### src/hdl/kmp_pkg.sv
// Package with shared constants and input-kind codes of the KMP stream matcher.
package kmp_pkg;

  // Default capacity of the pattern store
  localparam int unsigned MaxPatternDef = 64;

  // Width of a pattern or text byte
  localparam int unsigned ChW = 8;

  // Width of the text position counter
  localparam int unsigned PosW = 32;

  // Kind of an input request, carried in tuser
  typedef enum logic {
    MODE_PATTERN = 1'b0,
    MODE_TEXT    = 1'b1
  } mode_e;

endpackage

### src/hdl/kmp_ram.sv
// Generic simple dual-port RAM with one write port and a registered read port.
module kmp_ram #(
  parameter int unsigned WIDTH = 8,
  parameter int unsigned DEPTH = 64
) (
  input  logic                     clk_i,
  input  logic                     we_i,
  input  logic [$clog2(DEPTH)-1:0] waddr_i,
  input  logic [WIDTH-1:0]         wdata_i,
  input  logic [$clog2(DEPTH)-1:0] raddr_i,
  output logic [WIDTH-1:0]         rdata_o
);

  logic [WIDTH-1:0] mem_q [DEPTH];

  // Write one entry and register the read data
  always_ff @(posedge clk_i) begin
    if (we_i) begin
      mem_q[waddr_i] <= wdata_i;
    end
    rdata_o <= mem_q[raddr_i];
  end

endmodule

### src/hdl/kmp_stream_matcher_core.sv
// Top level of the KMP stream matcher: sequencer, pattern store and failure-link store.
//
// Input stream (s_axis): tuser selects the request kind (0 = pattern byte, 1 = text byte);
// tdata carries the byte and a "first" flag that starts a new pattern or a new text.
// Pattern bytes build the failure table incrementally; text bytes are searched against it.
// Output stream (m_axis): exactly one result per request, carrying found, the 1-based
// start position of a completed match, and a flag for a pattern byte dropped on a full store.
// Sequencing: one request is worked at a time. A compare step reads the pattern byte
// and the failure link from their RAMs (registered read, StRead) and then decides
// (StCmp), so each candidate prefix tried passes through both states. A text byte takes
// one compare step per link followed plus one, and on a full match StFwait fetches the
// fallback link. A pattern byte first fetches its starting link in StLwait; the first
// pattern byte, a dropped pattern byte, and a text byte against an empty pattern finish
// in StIdle. The shared comparator and the single read port of each RAM set this order.
// Reset: the pattern is empty, no prefix is matched and the text position is zero; the
// stores need no clearing pass since only written entries are ever read.
// Stall: a result waits in the output register; a new request is taken once it is
// taken or leaves in the same cycle. The text position saturates at its maximum.
module kmp_stream_matcher_core
  import kmp_pkg::*;
#(
  parameter int unsigned MAX_PATTERN = MaxPatternDef
) (
  input  logic        clk_i,
  input  logic        rst_ni,
  input  logic        s_axis_tvalid,
  output logic        s_axis_tready,
  input  logic [15:0] s_axis_tdata,   // [7:0] ch, [8] first, [15:9] zero
  input  logic        s_axis_tuser,   // [0] mode
  output logic        m_axis_tvalid,
  input  logic        m_axis_tready,
  output logic [39:0] m_axis_tdata    // [0] found, [32:1] match_start,
                                      // [33] pattern_overflow, [39:34] zero
);

  // Index and length widths
  localparam int unsigned AW = (MAX_PATTERN > 1) ? $clog2(MAX_PATTERN) : 1;
  localparam int unsigned IW = $clog2(MAX_PATTERN + 1);
  localparam logic [IW-1:0] MaxLen = IW'(MAX_PATTERN);
  localparam logic [PosW-1:0] PosMax = '1;

  // Sequencer states
  localparam logic [2:0] StIdle  = 3'd0;
  localparam logic [2:0] StLwait = 3'd1;
  localparam logic [2:0] StRead  = 3'd2;
  localparam logic [2:0] StCmp   = 3'd3;
  localparam logic [2:0] StFwait = 3'd4;

  logic [2:0]      state_q, state_d;
  logic [IW-1:0]   len_q, len_d;
  logic [IW-1:0]   prefix_q, prefix_d;
  logic [PosW-1:0] pos_q, pos_d;
  logic [IW-1:0]   s_q, s_d;
  logic [ChW-1:0]  ch_q, ch_d;
  logic            mode_q, mode_d;

  logic            out_valid_q, out_valid_d;
  logic            out_found_q, out_found_d;
  logic [PosW-1:0] out_start_q, out_start_d;
  logic            out_ovf_q, out_ovf_d;

  logic            p_we;
  logic [AW-1:0]   p_waddr, p_raddr;
  logic [ChW-1:0]  p_rdata;
  logic            l_we;
  logic [AW-1:0]   l_waddr, l_wdata, l_raddr;
  logic [AW-1:0]   l_rdata;

  logic            in_acc;
  logic [ChW-1:0]  in_ch;
  logic            in_first;
  logic            in_mode;
  logic            res_vld;
  logic            cmp_eq;
  logic [IW-1:0]   s_inc;
  logic [IW-1:0]   n_acc;
  logic [IW-1:0]   s_start;
  logic [IW-1:0]   s_fin;
  logic [PosW-1:0] pos_inc;
  logic [PosW-1:0] len_ext;

  assign in_ch    = s_axis_tdata[7:0];
  assign in_first = s_axis_tdata[8];
  assign in_mode  = s_axis_tuser;

  assign s_axis_tready = (state_q == StIdle) && (!out_valid_q || m_axis_tready);
  assign in_acc        = s_axis_tvalid && s_axis_tready;

  assign m_axis_tvalid = out_valid_q;
  assign m_axis_tdata  = {6'd0, out_ovf_q, out_start_q, out_found_q};

  // Shared compare and step values
  assign cmp_eq  = (p_rdata == ch_q);
  assign s_inc   = s_q + IW'(1);
  assign s_fin   = cmp_eq ? s_inc : s_q;
  assign n_acc   = in_first ? '0 : len_q;
  assign s_start = (in_first || (prefix_q >= len_q)) ? '0 : prefix_q;
  assign pos_inc = in_first ? PosW'(1) : ((pos_q == PosMax) ? pos_q : pos_q + PosW'(1));
  assign len_ext = PosW'(len_q);

  // Read addresses: candidate byte and its link while stepping, else the last link
  assign p_raddr = s_q[AW-1:0];
  assign l_raddr = (state_q == StRead) ? AW'(s_q - IW'(1)) : AW'(len_q - IW'(1));

  // Store each pattern byte as it is accepted, unless the store is full
  assign p_we    = in_acc && (in_mode == MODE_PATTERN) && (n_acc < MaxLen);
  assign p_waddr = n_acc[AW-1:0];

  // Sequence one request
  always_comb begin
    state_d     = state_q;
    len_d       = len_q;
    prefix_d    = prefix_q;
    pos_d       = pos_q;
    s_d         = s_q;
    ch_d        = ch_q;
    mode_d      = mode_q;
    res_vld     = 1'b0;
    out_found_d = 1'b0;
    out_start_d = '0;
    out_ovf_d   = 1'b0;
    l_we        = 1'b0;
    l_waddr     = '0;
    l_wdata     = '0;

    unique case (state_q)
      StIdle: begin
        if (in_acc) begin
          ch_d   = in_ch;
          mode_d = in_mode;
          if (in_mode == MODE_PATTERN) begin
            if (in_first) begin
              prefix_d = '0;
              pos_d    = '0;
            end
            if (n_acc >= MaxLen) begin
              res_vld   = 1'b1;
              out_ovf_d = 1'b1;
            end else if (n_acc == '0) begin
              l_we    = 1'b1;
              len_d   = IW'(1);
              res_vld = 1'b1;
            end else begin
              state_d = StLwait;
            end
          end else begin
            pos_d = pos_inc;
            if (in_first) begin
              prefix_d = '0;
            end
            if (len_q == '0) begin
              res_vld = 1'b1;
            end else begin
              s_d     = s_start;
              state_d = StRead;
            end
          end
        end
      end
      StLwait: begin
        s_d     = IW'(l_rdata);
        state_d = StRead;
      end
      StRead: begin
        state_d = StCmp;
      end
      StCmp: begin
        if (!cmp_eq && (s_q != '0)) begin
          // Follow the failure link and try again
          s_d     = IW'(l_rdata);
          state_d = StRead;
        end else if (mode_q == MODE_PATTERN) begin
          l_we    = 1'b1;
          l_waddr = len_q[AW-1:0];
          l_wdata = s_fin[AW-1:0];
          len_d   = len_q + IW'(1);
          res_vld = 1'b1;
          state_d = StIdle;
        end else if (s_fin == len_q) begin
          // Full match: fetch the fallback link
          state_d = StFwait;
        end else begin
          prefix_d = s_fin;
          res_vld  = 1'b1;
          state_d  = StIdle;
        end
      end
      StFwait: begin
        prefix_d    = IW'(l_rdata);
        res_vld     = 1'b1;
        out_found_d = 1'b1;
        out_start_d = (pos_q >= len_ext) ? (pos_q - len_ext + PosW'(1)) : PosW'(1);
        state_d     = StIdle;
      end
      default: begin
        state_d = StIdle;
      end
    endcase
  end

  // Hold a result until the receiver takes it
  always_comb begin
    out_valid_d = out_valid_q;
    if (m_axis_tready) begin
      out_valid_d = 1'b0;
    end
    if (res_vld) begin
      out_valid_d = 1'b1;
    end
  end

  // Control registers
  always_ff @(posedge clk_i or negedge rst_ni) begin
    if (!rst_ni) begin
      state_q     <= StIdle;
      len_q       <= '0;
      prefix_q    <= '0;
      pos_q       <= '0;
      out_valid_q <= 1'b0;
    end else begin
      state_q     <= state_d;
      len_q       <= len_d;
      prefix_q    <= prefix_d;
      pos_q       <= pos_d;
      out_valid_q <= out_valid_d;
    end
  end

  // Payload registers
  always_ff @(posedge clk_i) begin
    s_q    <= s_d;
    ch_q   <= ch_d;
    mode_q <= mode_d;
    if (res_vld) begin
      out_found_q <= out_found_d;
      out_start_q <= out_start_d;
      out_ovf_q   <= out_ovf_d;
    end
  end

  // Pattern byte store
  kmp_ram #(
    .WIDTH (ChW),
    .DEPTH (MAX_PATTERN)
  ) u_pattern_ram (
    .clk_i   (clk_i),
    .we_i    (p_we),
    .waddr_i (p_waddr),
    .wdata_i (in_ch),
    .raddr_i (p_raddr),
    .rdata_o (p_rdata)
  );

  // Failure-link store, each entry holding link plus one
  kmp_ram #(
    .WIDTH (AW),
    .DEPTH (MAX_PATTERN)
  ) u_link_ram (
    .clk_i   (clk_i),
    .we_i    (l_we),
    .waddr_i (l_waddr),
    .wdata_i (l_wdata),
    .raddr_i (l_raddr),
    .rdata_o (l_rdata)
  );

endmodule

### config.mk
export PLATFORM = sky130hd
export DESIGN_NAME = kmp_stream_matcher_core
export DESIGN_NICKNAME = d
export VERILOG_FILES = /design/src/hdl/kmp_pkg.sv /design/src/hdl/kmp_ram.sv /design/src/hdl/kmp_stream_matcher_core.sv
export SDC_FILE = /design/constraint.sdc
export NUM_CORES = 1
export LEC_CHECK = 0
export BUFFER_PORTS_ARGS = -buffer_cell sky130_fd_sc_hd__buf_2
export CORE_UTILIZATION = 38
export CTS_BUF_LIST = sky130_fd_sc_hd__clkbuf_4
export CTS_CLUSTER_DIAMETER = 60
export DETAILED_ROUTE_END_ITERATION = 10
export GPL_TIMING_DRIVEN = 0
export PLACE_DENSITY = 0.59
export SYNTH_ARGS = -nofsm -noshare
export SYNTH_HDL_FRONTEND = slang
export SYNTH_SLANG_ARGS = --single-unit
export TNS_END_PERCENT = 5
### constraint.sdc
create_clock -name clk_i -period 3.7 [get_ports clk_i]
set_input_delay 0.555 -clock clk_i [delete_from_list [all_inputs] [get_ports clk_i]]
set_output_delay 0.555 -clock clk_i [all_outputs]
set_load 0.02 [all_outputs]
==> results of run 1 <==
## layout by cell type (no fill, tap or decap), drive strengths merged, types with 17 or more instances in the layout
master | synthesis | layout
a21oi | 91 | 91
a31oi | 22 | 22
buf | 58 | 170
clkbuf | 61 | 443
clkinv | 3 | 51
dfrtp | 50 | 50
edfxtp | 946 | 946
ha | 95 | 95
inv | 60 | 65
mux2 | 17 | 17
mux2i | 54 | 54
mux4 | 216 | 216
nand2 | 168 | 168
nand3 | 61 | 61
nand4 | 27 | 27
nor2 | 242 | 245
nor3 | 35 | 35
o21ai | 71 | 71
xnor2 | 47 | 47
xor2 | 22 | 22
## repair_timing
action | CTS | global route
setup buffers | 36 | 17
cloned | 6 | 0
hold buffers | 5 | 1
setup endpoints to repair | 1305 | 620
endpoints found under the hold margin | 61 | 16
pin swaps | 41 | 13
gates resized for setup | 370 | 64
## metal layers
layer,part of all wire [%],routed length (µm)
met3,6.8,7420
met2,49,53100
met4,3.2,3440
met1,41,45000
met5,0.012,13
## flip-flops by register name, indices dropped and copies added (netlist names)
signal,count
u_pattern_ram.mem_q,512
u_link_ram.mem_q,384
out_start_q,32
pos_q,32
ch_q,8
u_pattern_ram.rdata_o,8
len_q,7
prefix_q,7
s_q,7
u_link_ram.rdata_o,6
state_q,3
m_axis_tvalid,1
mode_q,1
out_found_q,1
out_ovf_q,1
## worst reg2reg max path: stages (launching register included)
cell and delay [ns]:
dfrtp_1 0.37, buf_4 0.17, nor3b_4 0.27, mux2i_4 0.35
buf_12 0.15, inv_6 0.04, buf_12 0.12, clkbuf_16 0.14
ha_4 0.18, xnor2_4 0.13, buf_12 0.17, buf_6 0.11
buf_12 0.14, buf_12 0.14, mux4_2 0.31, a22oi_2 0.25
nand3_2 0.19, a2111oi_4 0.37, nor3_2 0.12
## path summary, 6_finish.rpt
kind	startpoint	to	slack, ns	cells past startpoint
worst max register to register	state_q[2]	u_link_ram.rdata_o[5]	-0.17	18
worst min register to register	prefix_q[3]	prefix_q[3]	0.55	1
worst min-delay path	rst_ni	pos_q[29]	0.06	2
min in group clk_i	s_axis_tdata[6]	u_pattern_ram.mem_q[9][6]	0.27	1
worst max-delay path	state_q[2]	u_link_ram.rdata_o[5]	-0.17	18
max in group asynchronous	rst_ni	state_q[1]	3.09	2
## per-stage QoR
stage | hold WS (ns) | TNS [ns] | area [µm²] | utilization, % | std cells
after floorplan | 0.259 | -135.68 | 42700 | - | 2547
after global placement | 0.533 | -2323.18 | 44800 | 40.4 | 4084
after detailed placement | 0.537 | -1168.77 | 45000 | 40.6 | 4092
after CTS | 0.154 | -3.17 | 50200 | 45.2 | 4587
after global routing | 0.0388 | -4.11 | 50600 | 45.6 | 4609
final | 0.0557 | -1.58 | 50600 | 45.6 | 4609
## cell type report
cell class | count | area (µm²) | area share (%)
multi-input cells | 1358 | 13400 | 26.5
flip-flops and latches | 1010 | 29900 | 59.2
clock inverters | 61 | 292 | 0.576
plain buffers | 118 | 810 | 1.60
clock buffers | 387 | 2910 | 5.74
repair buffers | 120 | 1090 | 2.15
inverters | 63 | 262 | 0.517
well taps | 1488 | 1860 | 3.68
diodes | 4 | 10.0 | 0.0198
## synth_stat cells (27+ instances only)
master,number
dfrtp_1,50
nor3_1,35
ha_1,95
mux2i_1,54
o21ai_0,66
nand4_1,27
a21oi_1,90
edfxtp_1,946
inv_1,58
nand3_1,61
nor2_1,242
xnor2_1,46
clkbuf_1,61
mux4_2,216
nand2_1,167
## power by group through the flow
stage | clock network, µW | logic [µW] | registers (µW)
after floorplan | 0 | 9430 | 13300
after global placement | 0 | 13900 | 13400
after detailed placement | 0 | 14000 | 13400
after CTS | 9600 | 17300 | 13100
after global routing | 10200 | 18700 | 13200
final | 9380 | 17700 | 13100
## cell families after synthesis
| kind of cell | after synthesis | synth area share, % |
|---|---|---|
| DFF | 1010 | 70.2 |
| and+or+nand+nor | 607 | 6.32 |
| AOI/OAI and AO/OA | 288 | 4.22 |
| muxes | 287 | 13.1 |
| buffers and inverters | 182 | 1.81 |
| adders and majority gates | 98 | 2.93 |
| xor gates and xnor gates | 69 | 1.43 |
| other | 1 | 0.00879 |
==> results.md, run 1 <==
- Largest net degree at the start of global routing: 66
- Skew final: 0.102 ns
- Clk slew on worst S/H paths: 0.07 ns
- # setup viols final: 17
- Core Region: 0.111 mm²
- Syn_area_per_cell: 16.8 µm²
- Lkg Pwr: 0.0173 µW
- Required time of the worst setup path: 4.62 ns
- # rows: 122
- Synth async-reset ratio: 4.95%
- Cell taking the most area after synthesis: edfxtp_1
- DR WL/cell: 23.7 µm
- Max clock buf depth: 4
- DR vias/cell: 5.45
- Number of unique standard cell types used by synthesis: 73
- Int Power: 25400 µW
- Clock share of power: 23.3%
- M3 GR Usage: 4.08%
- Class of the worst hold path: input pin to async pin
- Main area contributors after synthesis: edfxtp_1 67%, mux4_2 11%, dfrtp_1 2.9%
- First-pass DRT Iterations: 8
- Max Clk Rate: 259 MHz
- Max-slew violations: 0
- Worst-path cell chain: buf_4 > nor3b_4 > mux2i_4 > buf_12 > inv_6 > buf_12 > clkbuf_16 > ha_4 > xnor2_4 > buf_12 > buf_6 > buf_12 > buf_12 > mux4_2 > a22oi_2 > nand3_2 > a2111oi_4 > nor3_2
- Die H: 337 µm
- GPL Wtd Cong: 0.869
- Worst relative slew slack: 9.46%
- # nets final: 3067
- Post-synth top flop: edfxtp_1
- DRC viols: 0
- Grt met1 use: 25.5%
- Htree depth: 5
- Design Power: 40300 µW
- Clock sink total: 1010
- Starting DRT DRC Count: 2182
- Vias: 25.1k
- Min cycle time layout: 3.87 ns
- DP HPWL: 70.6 mm
- Mapped Cells: 2542
- Register area share after synthesis: 70.2%
- Routed WL: 109 mm
- Synth Warn #: 0
- Final Hold Viols: 0
- Worst setup margin: -0.167 ns
- RSZ-0062 raised after global routing: true
- Cell Area, Synth: 0.0427 mm²
- Max FO, Critical Path: 10
- I/O pin cnt: 63
- Vias in the first global route: 25.9k
- Met2 GRT Util: 31.1%
- Synthesis-stage register bit count: 1010
- Initial antenna violation count: 3
- CP endpoint kind: register
- Sequential share of power: 32.7%
- Placement Setup Slack: -2.40 ns
- Slowest CP cell: dfrtp_1
- Period utilization: 105%
- Starting Density: 38.5%
- # port buffers: 49
- Clk Latency, worst-skew pair: 1.15 ns
- Net Switching: 14900 µW
- CP Data Arrival Time: 4.79 ns
- First-pass GRT wire length: 162 mm
- Layout cells sized above 1: 33.8%
- Largest delay share family, worst path: buffers and inverters
- Combinational Power Share: 44.0%
- TritonCTS clock tree: yes
- Die footprint: 0.114 mm²
- All-Layer GR Usage: 19.4%
- Max Cap Viol: 0
- Status: finished, violations left
- Switching Fraction: 37.0%
- Area Growth Syn to Fin: 18.5%
- Grt ovf: 0
- Worst setup path category: register to register
- Failing checks: negative setup slack
- Fill cells: 9601
- Clock Tree Root: clkbuf_4
- Max VDD drop: 0.455 mV
- Critical path's largest stage delay: 0.37 ns
- Routed Antenna Nets: 0
- EDFF count, synth: 946
- Pwr Density: 796 mW/mm²
- GRT Max-Usage Layer: met2
- CP dominant cell by count: buf_12
- CP Buf/Inv Count: 9
- Startpoint Class: register
- Area share of the largest cell type after synthesis: 66.6%
- Worst-Margin Slew: 1.36 ns
- Die Span X: 337 µm
- Total CTS buffers: 277
Power figures use the tool's default switching activity.
==> inputs of run 2 (changes only) <==
- CTS_BUF_LIST: sky130_fd_sc_hd__clkbuf_4 -> sky130_fd_sc_hd__clkbuf_8
- GPL_ROUTABILITY_DRIVEN: not set -> 0
- clock period: 3.7 -> 3.18 ns (I/O delays scaled with it)
==> results.md, run 2 (same netlist as run 1, synthesis figures left out) <==
- Most common cell after layout, fill and taps aside: edfxtp_1
- Required time of the worst setup path: 3.90 ns
- I/O pin cnt: 63
- Initial antenna violation count: 1
- Lkg Pwr: 0.0175 µW
- Switching Fraction: 37.6%
- Status: finished, violations left
- Combinational Power Share: 44.5%
- Vias: 24.7k
- Startpoint Class: register
- Grt ovf: 0
- Max clock buf depth: 3
- # nets final: 2994
- Core Region: 0.111 mm²
- TritonCTS clock tree: yes
- Clock sink total: 1010
- First-pass GRT wire length: 163 mm
- Max Cap Viol: 0
- DR vias/cell: 5.49
- Die Span X: 337 µm
- Total CTS buffers: 165
- Placed Area: 0.0451 mm²
- Post-route cell area: 0.0515 mm²
- Routed Antenna Nets: 0
- Htree depth: 4
- # port buffers: 49
- Clock Tree Root: clkbuf_8
- Largest register FFs: 512
- Largest net degree at the start of global routing: 66
- CP endpoint kind: register
- Placement Setup Slack: -2.18 ns
- All-Layer GR Usage: 19.6%
- Die H: 337 µm
- Vias in the first global route: 25.2k
- RSZ-0062 raised after global routing: true
- Most frequent cells in the layout: 946 x edfxtp_1, 216 x mux4_2, 177 x clkbuf_8
- Failing checks: negative setup slack
- Worst setup path category: register to register
- # rows: 122
- Starting DRT DRC Count: 2273
- Worst-Margin Slew: 1.41 ns
- Clk Latency, worst-skew pair: 0.86 ns
- First-pass DRT Iterations: 5
- Class of the worst hold path: input pin to register
- Layout cells sized above 1: 32.6%
- Int Power: 29200 µW
- Pwr Density: 909 mW/mm²
- CP Data Arrival Time: 4.21 ns
- Fin util: 46.4%
- DR WL/cell: 24.6 µm
- DP HPWL: 70.3 mm
- Finished Layout Cells: 4495
- Final Hold Viols: 0
- Sum Neg Setup Slack: -26.92 ns
- Max VDD drop: 0.687 mV
- Sequential share of power: 32.6%
- Largest regs: u_pattern_ram.mem_q x512, u_link_ram.mem_q x384
- Dpl cells: 4092
- Net Switching: 17600 µW
- Clock share of power: 22.9%
- Routed WL: 111 mm
- Max Clk Rate: 286 MHz
- Clk slew on worst S/H paths: 0.06 ns
- Area Growth Syn to Fin: 20.7%
- Max-slew violations: 0
- Starting Density: 38.5%
- Min cycle time layout: 3.50 ns
- # setup viols final: 222
- Max FO, Critical Path: 5
- Most flops, register: u_pattern_ram.mem_q
- DRC viols: 0
- Skew final: 0.0799 ns
- Worst relative slew slack: 6.10%
- Period utilization: 110%
- Die footprint: 0.114 mm²
- Worst setup margin: -0.315 ns
## run 2: cell types whose count changed in the layout (fill, tap and decap cells not counted), moves of 14 or more
cell      previous run  this run
clkbuf_4           391        14
clkbuf_8             1       177
inv_1               54       103
buf_4               59        87
nor2_4              72        96
clkbuf_1            37        17
clkbuf_2            13        30
clkinv_2             6        21
buf_12              22        36
## run 2: final timing paths
path                                from                    end  depth (start not counted)  slack, ns
min in group asynchronous         rst_ni            prefix_q[0]                          2       0.47
max in group asynchronous         rst_ni               len_q[1]                          2       1.86
setup reg to reg              state_q[0]  u_link_ram.rdata_o[5]                         16      -0.32
hold / removal             m_axis_tready          m_axis_tvalid                          3       0.13
hold reg to reg              prefix_q[3]            prefix_q[3]                          1       0.56
setup / recovery              state_q[0]  u_link_ram.rdata_o[5]                         16      -0.32
## run 2: area by class of cell
class                      count  area (µm²)
multi-input combinational   1362       13900
clock buffer                 174        2390
clock inverter               123         711
timing repair buffer         159        1580
inverter                      63         269
fill                        9470       59500
tap                         1488        1860
sequential                  1010       29900
antenna                        2        5.00
buffer                       114         837
## run 2: routing by layer
| layer | track usage, % | vias to the layer above | routed length (µm) |
|---|---|---|---|
| li1 | - | 10692 | - |
| met1 | 26.4 | 12776 | 46500 |
| met2 | 31.8 | 992 | 53700 |
| met3 | 3.65 | 207 | 7320 |
| met4 | 6.65 | 0 | 3060 |
| met5 | 0 | - | 0 |
## run 2: what timing repair did
item,CTS,global route
hold endpoints to repair,52,0
hold buffers,2,0
pin swaps,67,40
setup buffers,74,23
setup endpoints to repair,1370,733
resized for setup,472,142
gates cloned,8,0
## run 2: per-stage QoR
stage               power [µW]  hold slack, ns
floorplan                26800           0.181
global placement         31900           0.526
detailed placement       32100           0.539
CTS                      46000          0.0652
global route             48700           0.102
finish                   46800           0.131
## run 2: power groups by stage
| stage | Combinational [µW] | Clock, µW | Sequential, µW |
|---|---|---|---|
| floorplan | 11300 | 0 | 15500 |
| global placement | 16300 | 0 | 15500 |
| detailed placement | 16600 | 0 | 15500 |
| CTS | 19900 | 10900 | 15300 |
| global route | 21900 | 11500 | 15300 |
| finish | 20800 | 10700 | 15300 |
## run 2: critical path, stage by stage (launching register included)
cell       delay (ns)
dfrtp_1          0.42
nor3b_4          0.30
mux2i_4          0.31
buf_12           0.17
inv_12           0.04
buf_12           0.13
ha_4             0.19
xnor2_4          0.13
buf_12           0.15
buf_12           0.15
buf_12           0.14
buf_4            0.13
mux4_2           0.31
a22oi_2          0.25
nand3_4          0.15
a2111oi_4        0.33
nor3_2           0.08
